<file path="config.mk">
export PLATFORM = sky130hd
export DESIGN_NAME = booth_signed_multiplier
export DESIGN_NICKNAME = d
export VERILOG_FILES = /design/src/hw/rtl/bsm_pkg.sv /design/src/hw/rtl/booth_signed_multiplier.sv /design/src/hw/rtl/bsm_stage.sv
export SDC_FILE = /design/constraint.sdc
export NUM_CORES = 1
export LEC_CHECK = 0
export BUFFER_PORTS_ARGS = -buffer_cell sky130_fd_sc_hd__buf_2
export CAP_MARGIN = 20
export CORE_MARGIN = 4
export CORE_UTILIZATION = 60
export DETAILED_ROUTE_END_ITERATION = 8
export PLACE_DENSITY = 0.78
export SKIP_CTS_REPAIR_TIMING = 1
export SLEW_MARGIN = 20
export SYNTH_ARGS = -nofsm -noshare
export SYNTH_HDL_FRONTEND = slang
export SYNTH_SLANG_ARGS = --single-unit
</file>
<file path="constraint.sdc">
create_clock -name clock -period 12.04 [get_ports clock]
set_input_delay 1.806 -clock clock [delete_from_list [all_inputs] [get_ports clock]]
set_output_delay 1.806 -clock clock [all_outputs]
set_load 0.1 [all_outputs]
</file>
<file path="src/hw/rtl/bsm_pkg.sv">
// Shared widths, the pipeline state type and the Booth step function.
`timescale 1ns / 1ps
`default_nettype none

package bsm_pkg;

   // Operand width and how the Booth steps are spread over the pipeline
   localparam int OPERAND_WIDTH   = 16;
   localparam int PRODUCT_WIDTH   = 2 * OPERAND_WIDTH;
   localparam int STEPS_PER_STAGE = 4;
   localparam int NUM_STAGES      = (OPERAND_WIDTH + STEPS_PER_STAGE - 1) / STEPS_PER_STAGE;
   localparam int STAGE_IDX_W     = (NUM_STAGES > 1) ? $clog2(NUM_STAGES) : 1;
   localparam int STEP_IDX_W      = $clog2(NUM_STAGES * STEPS_PER_STAGE + 1);

   // Recoding of the pair (multiplier bit 0, bit below it)
   localparam logic [1:0] BOOTH_SUB = 2'b10;
   localparam logic [1:0] BOOTH_ADD = 2'b01;

   typedef logic [OPERAND_WIDTH-1:0] operand_type;
   typedef logic [STAGE_IDX_W-1:0]   stage_idx_type;

   // Datapath state carried from stage to stage
   typedef struct packed {
      operand_type acc;
      operand_type mq;
      logic        q1;
      operand_type md;
   } booth_state_type;

   // One radix-2 Booth step: add/subtract with wrap, then arithmetic shift right
   function automatic booth_state_type booth_step(input booth_state_type st);
      booth_state_type nx;
      operand_type     sum;
      nx  = st;
      sum = st.acc;
      case ({st.mq[0], st.q1})
         BOOTH_SUB: sum = st.acc - st.md;
         BOOTH_ADD: sum = st.acc + st.md;
         default:   sum = st.acc;
      endcase
      nx.q1  = st.mq[0];
      nx.mq  = {sum[0], st.mq[OPERAND_WIDTH-1:1]};
      nx.acc = {sum[OPERAND_WIDTH-1], sum[OPERAND_WIDTH-1:1]};
      return nx;
   endfunction

endpackage

`default_nettype wire

</file>
<file path="src/hw/rtl/booth_signed_multiplier.sv">
// Top level of the pipelined radix-2 Booth signed multiplier.
//
// Usage:
//  - Input: drive req_multiplicand and req_multiplier and raise start; the
//    pair is taken at each rising edge with start high and busy low. busy
//    stays low, so a new pair may be started in every cycle.
//  - Output: rsp_valid is high for exactly one cycle with the signed product
//    on rsp_product ({accumulator, multiplier register}); that cycle is the
//    transfer.
//  - Pipeline: each pair passes through the NUM_STAGES stage registers in
//    order, and rsp_valid is the valid bit of the last one. Throughput: one
//    pair per cycle. Each stage runs STEPS_PER_STAGE chained 16-bit
//    add/subtract and shift steps, which sets the stage depth.
//  - The most negative multiplicand wraps in the 16-bit accumulator as a
//    plain Booth datapath does.
//  - Reset (synchronous, active high) clears all stage valid bits; items in
//    flight are dropped. The receiver cannot stall, so nothing is held back.
`timescale 1ns / 1ps
`default_nettype none

module booth_signed_multiplier (
   input  wire logic                                   clock,
   input  wire logic                                   reset,
   input  wire logic                                   start,
   output logic                                        busy,
   input  wire logic signed [bsm_pkg::OPERAND_WIDTH-1:0] req_multiplicand,
   input  wire logic signed [bsm_pkg::OPERAND_WIDTH-1:0] req_multiplier,
   output logic                                        rsp_valid,
   output logic signed [bsm_pkg::PRODUCT_WIDTH-1:0]    rsp_product
);
   import bsm_pkg::*;

   logic            stage_valid [NUM_STAGES+1];
   booth_state_type stage_state [NUM_STAGES+1];

   // Pipeline never refuses a pair
   assign busy = 1'b0;

   // Initial datapath state of a fresh pair
   always_comb begin
      stage_valid[0]     = start && !busy;
      stage_state[0].acc = '0;
      stage_state[0].mq  = req_multiplier;
      stage_state[0].q1  = 1'b0;
      stage_state[0].md  = req_multiplicand;
   end

   // Chain of Booth stages
   for (genvar s = 0; s < NUM_STAGES; s++) begin : g_stage
      bsm_stage u_stage (
         .clock       (clock),
         .reset       (reset),
         .stage_index (STAGE_IDX_W'(s)),
         .in_valid    (stage_valid[s]),
         .in_state    (stage_state[s]),
         .out_valid   (stage_valid[s+1]),
         .out_state   (stage_state[s+1])
      );
   end

   // Result transfer
   assign rsp_valid   = stage_valid[NUM_STAGES];
   assign rsp_product = {stage_state[NUM_STAGES].acc, stage_state[NUM_STAGES].mq};

   // Every result traces back to a matching earlier start
   a_rsp_from_start: assert property (@(posedge clock) disable iff (reset)
      rsp_valid |-> $past(start, NUM_STAGES))
      else $error("result without a matching start");

   // A zero multiplicand gives a zero product
   a_zero_md: assert property (@(posedge clock) disable iff (reset)
      (rsp_valid && ($past(req_multiplicand, NUM_STAGES) == '0)) |-> (rsp_product == '0))
      else $error("nonzero product for zero multiplicand");

   // A zero multiplier gives a zero product
   a_zero_mq: assert property (@(posedge clock) disable iff (reset)
      (rsp_valid && ($past(req_multiplier, NUM_STAGES) == '0)) |-> (rsp_product == '0))
      else $error("nonzero product for zero multiplier");

   // The pipeline takes a pair every cycle
   a_never_busy: assert property (@(posedge clock) !busy)
      else $error("busy raised");

endmodule

`default_nettype wire

</file>
<file path="src/hw/rtl/bsm_stage.sv">
// One pipeline stage: a group of Booth steps followed by a register.
`timescale 1ns / 1ps
`default_nettype none

module bsm_stage (
   input  wire logic                     clock,
   input  wire logic                     reset,
   input  wire bsm_pkg::stage_idx_type   stage_index,
   input  wire logic                     in_valid,
   input  wire bsm_pkg::booth_state_type in_state,
   output logic                          out_valid,
   output bsm_pkg::booth_state_type      out_state
);
   import bsm_pkg::*;

   logic            valid_ff;
   logic            valid_in;
   booth_state_type state_ff;
   booth_state_type state_in;

   // Steps of this stage; steps past the operand width are skipped
   always_comb begin
      logic [STEP_IDX_W-1:0] base;
      base     = STEP_IDX_W'(stage_index) * STEP_IDX_W'(STEPS_PER_STAGE);
      state_in = in_state;
      for (int k = 0; k < STEPS_PER_STAGE; k++) begin
         if ((base + STEP_IDX_W'(k)) < STEP_IDX_W'(OPERAND_WIDTH)) begin
            state_in = booth_step(state_in);
         end
      end
      valid_in = in_valid;
   end

   // Valid bit is control and resets; the payload does not
   always_ff @(posedge clock) begin
      if (reset) begin
         valid_ff <= 1'b0;
      end else begin
         valid_ff <= valid_in;
      end
   end

   always_ff @(posedge clock) begin
      state_ff <= state_in;
   end

   assign out_valid = valid_ff;
   assign out_state = state_ff;

endmodule

`default_nettype wire

</file>
==> metrics.csv, run 1 <==
metric,value,unit
rsz0062_at_grt,false,
gr-total-overflow,0,
io_pins,69,
die_x,193,um
core,33700,um^2
finalHoldViolations,0,
setup.worst_path.end_class,register,
routed_wl,49200,um
arrival,8.83,ns
ys_seq_area_frac,0.174,
vias,18037,
yosys_warnings,0,
clk_pin_slew,0.09,ns
relSlewSlack,0.354,
max_cap_violations,0,
grt_start_max_net_pins,35,
layout.nets,2922,
required,12.37,ns
hold_path.class,reg2reg,
netlist_area,20600,um^2
drtPass1Iterations,5,
critPathKind,in2reg,
synth.distinct_cells,99,
syn_inst,2638,
critPathLaunchType,input port,
crit_path_top_delay_cell,nor3b_1,
cts_root_buf,clkbuf_16,
cts_num_sinks,179,
antenna_found_initial,1,
multi_input_area,15900,um^2
grt_pass1_vias,17613,
ys_ff_latch,179,
cts_tree,built,
gp_congestion,0.892,
fin_tns_setup,0,ns
skew,0.0259,ns
min_period,8.50,ns
synth_edf_count,0,
grtUsageTotal,0.255,
synth_top_cell_by_area,dfxtp_1,
status,"finished, final reports clean",
wl_per_cell,16.0,um
post_drt_via_cell_ratio,5.86,
regArea,3580,um^2
max_slew.worst_pin.slew,0.960,ns
drive_gt1_frac,0.0939,
diodes,0,
setup_viol,0,
async_flop_share,0,
cp_max_fo,7,
yosys_most_used_dff,dfxtp_1,
ant_nets,0,
clk_latency,0.46,ns
area_delta_synth_final,5.37,%
syn_area_per_cell,7.81,um^2
syn-num-nets,2943,
numCtsBuffers,17,
min_period_over_period,0.706,
portBuffers,67,
path_delay_family,simple AND/OR/NAND/NOR gates,
die_area,37400,um^2
cts.path.max_buffers,2,
finalMaxSlewViolations,0,
drt_iter0_markers,1007,
grt_pass1_wl,82400,um
synth_top_area_frac,0.174,
rows,67,
path_buf_inv,3,
fmax,0.118,GHz
place_hpwl,39300,um
fillers,2910,
die_h,193,um
cts_max_level,4,
drc,0,
max_stage_delay,0.59,ns
initial_core_util,0.612,
synth_area_leaders,"dfxtp_1 (17%), ha_1 (15%), xor2_1 (10%)",
-- routing by layer --
metal  share of wire  GRT usage
met5         0.00028          0
met4           0.027     0.0860
met3           0.040     0.0348
met2            0.50      0.460
met1            0.44      0.314
-- cell usage in the layout (no fill, tap or decap), types with 8 or more instances in the layout --
master	Yosys	routed
or3_1	14	14
dfxtp_1	179	179
a21o_1	53	53
o31ai_1	28	28
buf_2	13	67
nor2b_1	22	22
and3_1	11	11
o21bai_1	38	38
mux2i_1	19	19
mux2_2	71	71
fa_1	15	15
ha_1	255	255
inv_1	159	159
nor3b_2	8	8
o211ai_1	14	14
clkbuf_16	0	17
a211oi_1	19	19
nand2b_1	21	21
nor3b_1	29	29
xnor2_1	149	149
a31oi_1	16	16
nor2_1	307	307
o21ai_0	178	178
or2_2	8	8
xor2_1	238	238
nor3_1	39	39
buf_4	3	12
o21a_1	23	23
and2_1	31	31
a21oi_1	159	159
nand2_1	211	211
nand3_1	32	32
a21boi_0	27	27
-- kinds of logic after synthesis --
| logic type | share of synthesized area |
|---|---|
| and+or+nand+nor | 0.188 |
| AOI/OAI and AO/OA | 0.196 |
| xor gates and xnor gates | 0.170 |
| buffers and inverters | 0.0529 |
| adders and majority gates | 0.169 |
| DFF | 0.174 |
| muxes | 0.0491 |
| other | 0.000182 |
-- metrics by stage --
stage,cell area (um^2),util,hold slack (ns),std cells,setup WS [ns]
global route,21700,0.644,0.323,3078,2.81
CTS,21700,0.644,0.322,3078,3.57
global placement,21100,0.627,0.310,3046,3.41
floorplan,20600,-,0.310,2638,4.25
finish,21700,0.644,0.314,3078,3.54
detailed placement,21100,0.627,0.312,3046,3.14
-- registers in the layout, indices dropped and copies added, names as in the netlist --
signal and cells:
g_stage.u_stage.out_state 175, g_stage.u_stage.out_valid 4
-- worst paths after layout --
kind	cells after the start	to	startpoint	slack, ns
max	29	g_stage[0].u_stage.out_state[47]	req_multiplicand[0]	3.54
min	0	g_stage[2].u_stage.out_state[25]	g_stage[1].u_stage.out_state[29]	0.31
max reg2reg	30	g_stage[1].u_stage.out_state[47]	g_stage[0].u_stage.out_state[0]	3.56
min reg2reg	0	g_stage[2].u_stage.out_state[25]	g_stage[1].u_stage.out_state[29]	0.31
-- area by class of cell --
type / count / area share
sequential: 179 / 0.165
multi-input combinational: 2178 / 0.734
clock inverter: 12 / 0.00668
inverter: 162 / 0.0280
clock buffer: 20 / 0.0210
tap: 448 / 0.0258
timing repair buffer: 79 / 0.0196
-- cells in the mapped netlist (all sizes together), types with 6 or more instances --
cell,n
or3,14
a211o,6
o21bai,38
nand2,211
fa,15
and2,32
o21a,23
nand2b,22
nand3,32
nor4,11
a31o,7
xnor2,153
a21oi,159
a21boi,27
a41oi,6
dfxtp,179
a31oi,17
o31ai,28
inv,159
a21o,53
buf,31
nor3,43
a211oi,22
nand4,6
mux2i,19
nor3b,42
or2,10
ha,255
nor2b,22
o21ai,182
nor2,308
xor2,240
and3,11
mux2,71
o211ai,14
clkbuf,88
Power of run 1 is left out: the tool's default activity adds up to more than one toggle a clock period on the data nets, which glitch-free logic cannot reach.
==> run 2: changes to the inputs <==
==> constraint.sdc (replaced) <==
create_clock -name clock -period 7.9 [get_ports clock]
set_input_delay 1.185 -clock clock [delete_from_list [all_inputs] [get_ports clock]]
set_output_delay 1.185 -clock clock [all_outputs]
set_load 0.1 [all_outputs]
==> run 2 against run 1 <==
Against the previous run: via count rose by 1.8%; sequential cell count did not move; count of clock-buffer cells in the layout fell by 2; cell area rose by 2.4%; core utilization rose by 1.6 points; sequential share of layout area fell by 0.37 points; critical path depth rose by 7; die area did not move; hold slack improved by 0.0065 ns; critical path type is now reg2reg; highest routed layer unchanged.
==> metrics.csv, run 2 (synthesis gave the netlist of run 1 again) <==
metric,value,unit
status,"finished, final reports clean",
grt_pass1_wl,83800,um
drc,0,
drt_iter0_markers,1011,
wl_met3,2440,um
grt_pass1_vias,18179,
grt_start_max_net_pins,33,
finalHoldViolations,0,
die_h,193,um
cp.depth,36,
routed_wl,50500,um
vias,18363,
wl_per_cell,16.2,um
min_period,7.55,ns
diodes,0,
hold_path.startpoint,g_stage[2].u_stage.out_state[21],
met1_length,21500,um
final_cell_mix,"nor2_1 (305), ha_1 (250), xor2_1 (235)",
arrival,7.87,ns
die_x,193,um
grtUsageTotal,0.261,
fin_tns_setup,0,ns
min_period_over_period,0.955,
gr-total-overflow,0,
fmax,0.133,GHz
antenna_found_initial,1,
ff2ff_setup_slack,0.35,ns
rows,67,
place_hpwl,40300,um
relSlewSlack,0.435,
mostFrequentLayoutCell,nor2_1,
gp_congestion,0.896,
skew,0.0148,ns
cp-startpoint,g_stage[0].u_stage.out_state[1],
numCtsBuffers,17,
post_drt_via_cell_ratio,5.89,
cts_root_buf,clkbuf_16,
io_pins,69,
die_area,37400,um^2
drtPass1Iterations,6,
cts_num_sinks,179,
critPathCapture,g_stage[1].u_stage.out_state[47],
maxUsedRoutingLayer,met5,
max_stage_delay,0.52,ns
finalMaxSlewViolations,0,
path_buf_inv,3,
largest_register_ffs,175,
cts_max_level,4,
max_slew.worst_pin.slew,0.847,ns
critPathKind,reg2reg,
setup.worst_path.end_class,register,
area_delta_synth_final,7.95,%
drive_gt1_frac,0.123,
clk_latency,0.46,ns
wl_met2,25000,um
path_delay_family,compound AO/OA/AOI/OAI gates,
cts_tree,built,
hold_path.class,reg2reg,
critPathLaunchType,register,
crit_path_top_delay_cell,or4_1,
required,8.23,ns
initial_core_util,0.612,
r2r_cells,36,
max_cap_violations,0,
fillers,2939,
clk_pin_slew,0.08,ns
core,33700,um^2
portBuffers,67,
cp_max_fo,7,
cts.path.max_buffers,2,
r2r-end,g_stage[1].u_stage.out_state[47],
ant_nets,0,
r2r-start,g_stage[0].u_stage.out_state[1],
setup_viol,0,
layout.nets,2962,
==> run 2: cell count changes in the layout (fill, tap and decap cells not counted), sizes merged <==
cell,previous run,this run
buf,79,119
inv,162,167
clkbuf,20,18
clkinvlp,2,0
bufinv,2,1
==> run 2: worst register-to-register path: cells and delay by family (launching register included) <==
| kind | cells | cell delay (ns) |
|---|---|---|
| multiplexers | 2 | 0.50 |
| AND/OR/NAND/NOR | 7 | 1.28 |
| adder cells (fa/ha/maj) | 5 | 1.47 |
| buffers and inverters | 3 | 0.31 |
| XOR/XNOR | 3 | 0.53 |
| AO/OA/AOI/OAI | 16 | 2.89 |
| flip-flops | 1 | 0.40 |
==> run 2: metal layers <==
metal | GRT usage | up-vias
met4 | 0.0939 | 2
met2 | 0.476 | 458
li1 | - | 9174
met5 | 0 | -
met1 | 0.310 | 8611
met3 | 0.0381 | 118
==> run 2: per-stage QoR <==
step	cell area [um^2]	instances	util	hold slack (ns)	setup WS (ns)
global placement	21400	3083	0.635	0.310	0.147
CTS	22000	3115	0.653	0.327	0.00895
finish	22200	3118	0.660	0.321	0.354
detailed placement	21400	3083	0.635	0.312	0.0337
global route	22200	3118	0.660	0.328	-0.0304
floorplan	20600	2638	-	0.310	0.688
==> run 2: worst min path at each step <==
stage                                             to  depth (start not counted)  slack [ns]
finish              g_stage[3].u_stage.out_state[17]                          0        0.32
floorplan           g_stage[1].u_stage.out_state[17]                          0        0.31
global route        g_stage[3].u_stage.out_state[19]                          0        0.33
CTS                 g_stage[3].u_stage.out_state[17]                          0        0.33
global placement    g_stage[1].u_stage.out_state[18]                          0        0.31
detailed placement  g_stage[1].u_stage.out_state[19]                          0        0.31
==> run 2: final cells by class <==
cell class	count	area (um^2)	share of cell area
Sequential cell	179	3590	0.161
Multi-Input combinational cell	2178	16200	0.727
Clock inverter	14	160	0.00720
Inverter	162	608	0.0273
Clock buffer	18	439	0.0197
Timing Repair Buffer	119	726	0.0326
Tap cell	448	561	0.0252
Power of run 2 is left out for the same reason.
